--- src/sv/vmd_pkg.sv ---
// Shared types and constants for the MSB-first 7-bit varint decoder.
package vmd_pkg;

    typedef logic [1:0] t_mode;
    typedef logic [1:0] t_status;

    // Decode modes
    localparam t_mode MODE_FULL  = 2'd0;
    localparam t_mode MODE_CLAMP = 2'd1;
    localparam t_mode MODE_CHECK = 2'd2;

    // Result status codes
    localparam t_status ST_OK        = 2'd0;
    localparam t_status ST_TRUNCATED = 2'd1;
    localparam t_status ST_TOO_LARGE = 2'd2;

    // Register indexes
    localparam logic REG_DECODE_MODE = 1'b0;

    localparam logic [31:0] OVF_LIMIT_HI = 32'h01FF_FFFF;
    localparam logic [6:0]  PAYLOAD_MASK = 7'h7F;
    localparam logic [31:0] MAX_32       = 32'hFFFF_FFFF;
    localparam logic [63:0] ALL_ONES_64  = 64'hFFFF_FFFF_FFFF_FFFF;

    // Configuration seen by the decode datapath
    typedef struct packed {
        t_mode decode_mode;
    } t_cfg;

endpackage

--- src/sv/vmd_in_if.sv ---
// Input channel: one encoded byte plus the buffer bound per transaction.
interface vmd_in_if;
    logic        valid;
    logic        ready;
    logic [7:0]  data_byte;
    logic [31:0] bytes_available;

    modport source (output valid, output data_byte, output bytes_available, input ready);
    modport sink   (input valid, input data_byte, input bytes_available, output ready);
endinterface

--- src/sv/vmd_out_if.sv ---
// Output channel: one decoded number per transaction.
interface vmd_out_if;
    logic        valid;
    logic        ready;
    logic [63:0] value;
    logic [31:0] length;
    logic [1:0]  status;

    modport source (output valid, output value, output length, output status, input ready);
    modport sink   (input valid, input value, input length, input status, output ready);
endinterface

--- src/sv/varint_msb_first_decoder.sv ---
// Top level: MSB-first 7-bit varint decoder, one byte per unstalled cycle.
//
//  channel   dir  handshake      payload
//  i_in      in   valid/ready    data_byte[7:0], bytes_available[31:0]
//  o_out     out  valid/ready    value[63:0], length[31:0], status[1:0]
//  apb       in   psel/penable   paddr[2:0], pwdata[31:0] -> prdata[31:0]
//
// Throughput is one byte per cycle while the result is not stalled; the path
// runs through the input register, then the decode step into the result
// register. The decode step (shift, add, bound compare, length subtract and
// compare) is combinational and updates the number state registers.
// Reset is synchronous and clears the number state, the mode and all valids.
// A stalled result holds the result register; input still flows until the
// input register also fills and needs the result register.
module varint_msb_first_decoder
    import vmd_pkg::*;
(
    input  logic        i_clk,
    input  logic        i_rst_n,
    vmd_in_if.sink      i_in,
    vmd_out_if.source   o_out,
    input  logic        psel,
    input  logic        penable,
    input  logic        pwrite,
    input  logic [2:0]  paddr,
    input  logic [31:0] pwdata,
    output logic [31:0] prdata,
    output logic        pready
);

    t_cfg w_cfg;

    vmd_cfg u_cfg (
        .i_clk   (i_clk),
        .i_rst_n (i_rst_n),
        .psel    (psel),
        .penable (penable),
        .pwrite  (pwrite),
        .paddr   (paddr),
        .pwdata  (pwdata),
        .prdata  (prdata),
        .pready  (pready),
        .o_cfg   (w_cfg)
    );

    // Input register
    logic        r_in_valid;
    logic [7:0]  r_in_byte;
    logic [31:0] r_in_avail;

    // Number state
    logic [63:0] r_acc,   n_acc;
    logic        r_ovf,   n_ovf;
    logic [31:0] r_count, n_count;

    // Result register
    logic        r_out_valid;
    logic [63:0] r_out_value,  n_out_value;
    logic [31:0] r_out_length, n_out_length;
    t_status     r_out_status, n_out_status;

    logic        w_step;
    logic        w_emit;
    logic        w_in_ready;
    logic        w_check;
    logic        w_bounded;
    logic        w_early_trunc;
    logic        w_late_trunc;
    logic        w_len_fail;
    logic [63:0] w_shifted;
    logic [63:0] w_value;
    logic [31:0] w_left;

    assign w_step     = r_in_valid && (!r_out_valid || o_out.ready);
    assign w_in_ready = !r_in_valid || w_step;
    assign i_in.ready = w_in_ready;

    always_ff @(posedge i_clk) begin
        if (!i_rst_n) begin
            r_in_valid <= 1'b0;
        end else if (w_in_ready) begin
            r_in_valid <= i_in.valid;
        end
    end

    always_ff @(posedge i_clk) begin
        if (w_in_ready && i_in.valid) begin
            r_in_byte  <= i_in.data_byte;
            r_in_avail <= i_in.bytes_available;
        end
    end

    // Decode step
    always_comb begin
        w_check       = w_cfg.decode_mode >= MODE_CHECK;
        w_bounded     = w_check || (r_in_avail != 32'd0);
        w_early_trunc = w_bounded && (r_count >= r_in_avail);

        w_shifted = {r_acc[56:0], r_in_byte[6:0] & PAYLOAD_MASK};
        n_ovf     = r_ovf || (r_acc[63:32] > OVF_LIMIT_HI);
        n_acc     = w_shifted;
        n_count   = (r_count == MAX_32) ? r_count : r_count + 32'd1;

        w_late_trunc = r_in_byte[7] && w_bounded && (n_count >= r_in_avail);

        w_value = n_ovf ? ALL_ONES_64 : w_shifted;
        if ((w_cfg.decode_mode >= MODE_CLAMP) && (w_value[63:32] != 32'd0)) begin
            w_value = {32'd0, MAX_32};
        end
        w_left     = r_in_avail - n_count;
        w_len_fail = w_check && (w_value > {32'd0, w_left});

        w_emit       = 1'b1;
        n_out_value  = 64'd0;
        n_out_length = 32'd0;
        n_out_status = ST_TRUNCATED;
        if (w_early_trunc || w_late_trunc) begin
            n_out_status = ST_TRUNCATED;
        end else if (r_in_byte[7]) begin
            w_emit = 1'b0;
        end else if (w_len_fail) begin
            n_out_status = ST_TOO_LARGE;
        end else begin
            n_out_value  = w_value;
            n_out_length = n_count;
            n_out_status = ST_OK;
        end
    end

    always_ff @(posedge i_clk) begin
        if (!i_rst_n) begin
            r_acc       <= 64'd0;
            r_ovf       <= 1'b0;
            r_count     <= 32'd0;
            r_out_valid <= 1'b0;
        end else begin
            if (w_step) begin
                // Clear the number after every result, else advance it
                if (w_emit) begin
                    r_acc   <= 64'd0;
                    r_ovf   <= 1'b0;
                    r_count <= 32'd0;
                end else begin
                    r_acc   <= n_acc;
                    r_ovf   <= n_ovf;
                    r_count <= n_count;
                end
            end
            if (w_step && w_emit) begin
                r_out_valid <= 1'b1;
            end else if (o_out.ready) begin
                r_out_valid <= 1'b0;
            end
        end
    end

    always_ff @(posedge i_clk) begin
        if (w_step && w_emit) begin
            r_out_value  <= n_out_value;
            r_out_length <= n_out_length;
            r_out_status <= n_out_status;
        end
    end

    assign o_out.valid  = r_out_valid;
    assign o_out.value  = r_out_value;
    assign o_out.length = r_out_length;
    assign o_out.status = r_out_status;

`ifndef ASSERT_OFF
    a_clear_after_result: assert property (@(posedge i_clk) disable iff (!i_rst_n)
        (w_step && w_emit) |=> (r_acc == 64'd0 && !r_ovf && r_count == 32'd0))
        else $error("number state not cleared after result");

    a_fail_is_zero: assert property (@(posedge i_clk) disable iff (!i_rst_n)
        (r_out_valid && r_out_status != ST_OK) |->
            (r_out_value == 64'd0 && r_out_length == 32'd0))
        else $error("failed result carries nonzero value or length");

    a_ok_has_length: assert property (@(posedge i_clk) disable iff (!i_rst_n)
        (r_out_valid && r_out_status == ST_OK) |-> (r_out_length != 32'd0))
        else $error("ok result with zero length");

    a_stall_cause: assert property (@(posedge i_clk) disable iff (!i_rst_n)
        !w_in_ready |-> (r_out_valid && !o_out.ready))
        else $error("input stalled without a stalled result");
`endif

endmodule

--- src/sv/vmd_cfg.sv ---
// APB-style configuration register block for the varint decoder.
module vmd_cfg
    import vmd_pkg::*;
(
    input  logic        i_clk,
    input  logic        i_rst_n,
    input  logic        psel,
    input  logic        penable,
    input  logic        pwrite,
    input  logic [2:0]  paddr,
    input  logic [31:0] pwdata,
    output logic [31:0] prdata,
    output logic        pready,
    output t_cfg        o_cfg
);

    t_mode r_decode_mode;
    logic  w_wr_en;

    assign pready  = 1'b1;
    assign w_wr_en = psel && penable && pwrite && (paddr[2] == REG_DECODE_MODE);

    always_ff @(posedge i_clk) begin
        if (!i_rst_n) begin
            r_decode_mode <= MODE_FULL;
        end else if (w_wr_en) begin
            r_decode_mode <= pwdata[1:0];
        end
    end

    always_comb begin
        case (paddr[2])
            REG_DECODE_MODE: prdata = {30'd0, r_decode_mode};
            default:         prdata = 32'd0;
        endcase
    end

    assign o_cfg.decode_mode = r_decode_mode;

endmodule
--- src/flat_wrapper.sv ---
// flat-port wrapper written by rule: the top's interface ports become plain ports
module varint_msb_first_decoder_flat import vmd_pkg::*;
  (i_clk, i_rst_n, psel, penable, pwrite, paddr, pwdata, prdata, pready, i_in_valid, i_in_data_byte, i_in_bytes_available, i_in_ready, o_out_valid, o_out_value, o_out_length, o_out_status, o_out_ready);
  vmd_in_if i_in_i ();
  vmd_out_if o_out_i ();
  input  logic i_clk;
  input  logic i_rst_n;
  input  logic psel;
  input  logic penable;
  input  logic pwrite;
  input  logic [2:0] paddr;
  input  logic [31:0] pwdata;
  output logic [31:0] prdata;
  output logic pready;
  input wire logic [$bits(i_in_i.valid)-1:0] i_in_valid;
  input wire logic [$bits(i_in_i.data_byte)-1:0] i_in_data_byte;
  input wire logic [$bits(i_in_i.bytes_available)-1:0] i_in_bytes_available;
  output wire logic [$bits(i_in_i.ready)-1:0] i_in_ready;
  output wire logic [$bits(o_out_i.valid)-1:0] o_out_valid;
  output wire logic [$bits(o_out_i.value)-1:0] o_out_value;
  output wire logic [$bits(o_out_i.length)-1:0] o_out_length;
  output wire logic [$bits(o_out_i.status)-1:0] o_out_status;
  input wire logic [$bits(o_out_i.ready)-1:0] o_out_ready;
  assign i_in_i.valid = i_in_valid;
  assign i_in_i.data_byte = i_in_data_byte;
  assign i_in_i.bytes_available = i_in_bytes_available;
  assign i_in_ready = i_in_i.ready;
  assign o_out_valid = o_out_i.valid;
  assign o_out_value = o_out_i.value;
  assign o_out_length = o_out_i.length;
  assign o_out_status = o_out_i.status;
  assign o_out_i.ready = o_out_ready;
  varint_msb_first_decoder u_core (.i_clk(i_clk), .i_rst_n(i_rst_n), .i_in(i_in_i), .o_out(o_out_i), .psel(psel), .penable(penable), .pwrite(pwrite), .paddr(paddr), .pwdata(pwdata), .prdata(prdata), .pready(pready));
endmodule
--- config.mk ---
export PLATFORM = sky130hd
export DESIGN_NAME = varint_msb_first_decoder_flat
export DESIGN_NICKNAME = d
export VERILOG_FILES = /design/src/sv/vmd_pkg.sv /design/src/sv/vmd_in_if.sv /design/src/sv/vmd_out_if.sv /design/src/sv/varint_msb_first_decoder.sv /design/src/sv/vmd_cfg.sv /design/src/flat_wrapper.sv
export SDC_FILE = /design/constraint.sdc
export NUM_CORES = 1
export LEC_CHECK = 0
export ABC_AREA = 1
export BUFFER_PORTS_ARGS = -buffer_cell sky130_fd_sc_hd__buf_4
export CAP_MARGIN = 20
export CORE_ASPECT_RATIO = 0.75
export CORE_MARGIN = 5
export CORE_UTILIZATION = 30
export DETAILED_ROUTE_END_ITERATION = 10
export PLACE_DENSITY_LB_ADDON = 0.08
export SETUP_SLACK_MARGIN = 0.05
export SYNTH_ARGS = -nofsm -noshare
export SYNTH_HDL_FRONTEND = slang
export SYNTH_HIERARCHICAL = 1
export SYNTH_SLANG_ARGS = --single-unit
--- constraint.sdc ---
create_clock -name i_clk -period 15.75 [get_ports i_clk]
set_input_delay 0.7875 -clock i_clk [delete_from_list [all_inputs] [get_ports i_clk]]
set_output_delay 0.7875 -clock i_clk [all_outputs]
set_load 0.02 [all_outputs]
==> results.txt <==
r2r endpoint: u_core/o_out.length[9]$_SDFFCE_PP0P_
most frequent CP cell: nand2_1
Max Cap Viol: 0
worst-path fanout max: 53
highest-delay cell along the critical path: o41ai_1
placed inst area: 16060 sq um
count leader, synth: nor2_1
Rows: 69
Antenna diodes: 0
peak supply drop: 77.46 uV
DRT Wirelength: 45390 um
top cells by instance count after synthesis: 292 x nor2_1, 252 x nand2_1, 227 x inv_1
WHS Endpoint: u_core/r_in_avail[27]$_DFFE_PP_
DIE AREA: 53010 sq um
LEAKAGE: 0.006841 uW
setup violators final: 0
htree depth: 1
Post-Syn Area: 14540 sq um
cts repair resizes: 0
Core Area: 47660 sq um
CP Data Required Time: 16160 ps
Starting Density: 30.51%
Setup CP Type: reg -> reg
Final Non-Filler Cells: 2559
delay-heaviest family, CP: simple AND/OR/NAND/NOR gates
Crit Reg-Reg Startpoint: u_core/r_count[1]$_SDFFE_PN0P_
WL/cell: 17.74 um
TritonCTS clock tree: done
GPL Wtd Cong: 0.8911
Detailed Routing Iterations Pass 1: 7
CP arrival: 8460 ps
die height: 200.7 um
reg2reg path depth: 33
clock buffer depth: 3
Reg clk slew, reported paths: 60 ps
fin util: 35.71%
dpl cells: 2508
layout cells sized above 1: 13.80%
vias in the first global route: 12.06k
Yosys top cell by area: edfxtp_1
num ports: 215
Hold Startpoint: i_in_bytes_available[27]
Slew Limit Fails: 0
Synth Instances: 1785
post-CTS setup buffer count: 0
final setup TNS: 0 ps
Clock Latency Late Sink: 570 ps
clock skew: 10.85 ps
synthesized area per cell: 8.145 sq um
clock tree root driver cell: clkbuf_16
initial antenna violation count: 0
Nets: 2078
Worst Hold Class: in -> reg
HPWL Detailed: 33190 um
Routed Antenna Nets: 0
clk sinks: 239
Tcrit/Tclk final: 51.14%
synthesis warning total: 6
largest cells by area after synthesis: edfxtp_1 29%, dfxtp_1 14%, ha_1 8.3%, nor2_1 7.5%, nand2_1 6.5%
pwr dens: 98.18 nW/um^2
crit path buf inv count: 4
area grow syn2layout: 17.04%
GRT Total Usage: 16.52%
Slew @ Worst Pin: 1031 ps
main flop type after synthesis: edfxtp_1
share of the synthesized area in the top cell type: 28.50%
Max Fclk: 0.1241 GHz
Crit. End Element: register
ys async rst share: 0%
sequential fraction of the synthesis area: 42.41%
Post-synth EDFFs: 138
post-route cell area: 17020 sq um
die width: 264.2 um
Worst slew margin: 31.30%
TritonCTS buffer count: 28
Final min period: 8055 ps
Final Hold Viols: 0
DRT iter0 DRCs: 842
crit start category: register
residual DRC count: 0
Yosys cell types: 54
CTS Hold Bufs: 0
port buffer count: 151
number of synthesized register bits: 239
Avg Vias per Cell: 4.764
GRT Residual Overflow: 0
largest net degree at the start of global routing: 99
Max stage delay on crit path: 790 ps
unrepaired setup endpoints after global routing: false
first-pass GRT wire length: 70810 um
outcome: finished, final reports clean
R2R setup slack: 7690 ps
Vias: 12.19k
hold-critical path depth: 1
cells in the final DEF, fill, tap and decap left out, types with 4 or more instances in the layout:
cell	n
xor2_1	32
nor2_4	30
edfxtp_1	138
nor3_1	25
clkinv_2	5
a21oi_1	145
xnor2_1	23
o31ai_1	16
o211ai_1	18
clkbuf_16	29
conb_1	31
dfxtp_1	101
nand2_2	8
a211oi_1	4
nand4_1	85
inv_1	225
nand2_1	250
nand2_4	5
o21a_1	8
nor4_1	16
buf_4	160
nor2_2	6
a31oi_1	6
o21ai_0	81
ha_1	96
nand3_1	34
clkbuf_1	4
nor2_1	292
sequential cells by signal, summed over array words and instances (netlist names), 2 cells and up:
name                 flops
u_core/o_out.length     32
u_core/o_out.status      2
u_core/o_out.value      64
u_core/r_acc            64
u_core/r_count          32
u_core/r_in_avail       32
u_core/r_in_byte         8
u_core/u_cfg/o_cfg       2
how the worst max path moves through the flow:
| stage | cells after the start | end | startpoint | slack, ps |
|---|---|---|---|---|
| after detailed placement | 33 | u_core/o_out.length[9]$_SDFFCE_PP0P_ | u_core/r_count[1]$_SDFFE_PN0P_ | 7560 |
| final | 33 | u_core/o_out.length[9]$_SDFFCE_PP0P_ | u_core/r_count[1]$_SDFFE_PN0P_ | 7690 |
| after global routing | 33 | u_core/o_out.value[22]$_SDFFCE_PP0P_ | u_core/r_count[1]$_SDFFE_PN0P_ | 6770 |
| after global placement | 33 | u_core/o_out.value[43]$_SDFFCE_PP0P_ | u_core/r_count[1]$_SDFFE_PN0P_ | 7580 |
| after floorplan | 34 | u_core/o_out.value[40]$_SDFFCE_PP0P_ | u_core/r_count[0]$_SDFFE_PN0P_ | 10720 |
| after CTS | 33 | u_core/o_out.length[9]$_SDFFCE_PP0P_ | u_core/r_count[1]$_SDFFE_PN0P_ | 7500 |
metrics by stage:
step	power (uW)	setup slack (ps)	hold slack, ps
3_3_place_gp	1000	7582	454.6
3_5_place_dp	1005	7558	460.3
4_1_cts	1700	7497	345.3
2_1_floorplan	918.6	10720	445.3
6_report	1671	7695	388.7
5_1_grt	1761	6772	349.5
worst reg2reg max path, delay by kind of cell (launching register included):
kind            cells  cell delay, ps
buf+inv             4             830
flops               1             370
compound gates      4            1900
simple gates       21            3480
xor+xnor            1             430
fa+ha+maj           3             900
power by group:
part	total (uW)	leakage, uW	switching [uW]	internal [uW]
clock network	681	0.000464	283	398
registers	701	0.00219	17.9	683
logic	289	0.00419	194	95.4
layout make-up:
class / count / area [sq um]
timing repair buffer: 161 / 1229
tap: 639 / 799.5
multi-input combinational: 1239 / 6997
clock buffer: 35 / 768.2
inverter: 230 / 867.1
sequential: 239 / 6166
fill: 5009 / 30640
clock inverter: 16 / 190.2
cells by family (layout without fill, tap and decap cells):
group | Yosys count | after routing | share of synthesized area (%)
flops | 239 | 239 | 42.41
mux | 1 | 1 | 0.06885
xor+xnor | 55 | 55 | 3.313
simple gates | 762 | 762 | 24.18
buf+inv | 336 | 442 | 10.32
fa+ha+maj | 97 | 97 | 8.399
compound gates | 293 | 293 | 11.26
other cells | 2 | 31 | 0.05165
routing by layer:
metal  share of wire [%]  GRT usage, %  up-vias
met5                   0             0        -
met4                 1.8         3.122        0
met3                 5.0         3.100       58
met2                  41         23.88      254
met1                  52         25.73     5720
li1                    -             -     6160
Power figures use the tool's default switching activity.
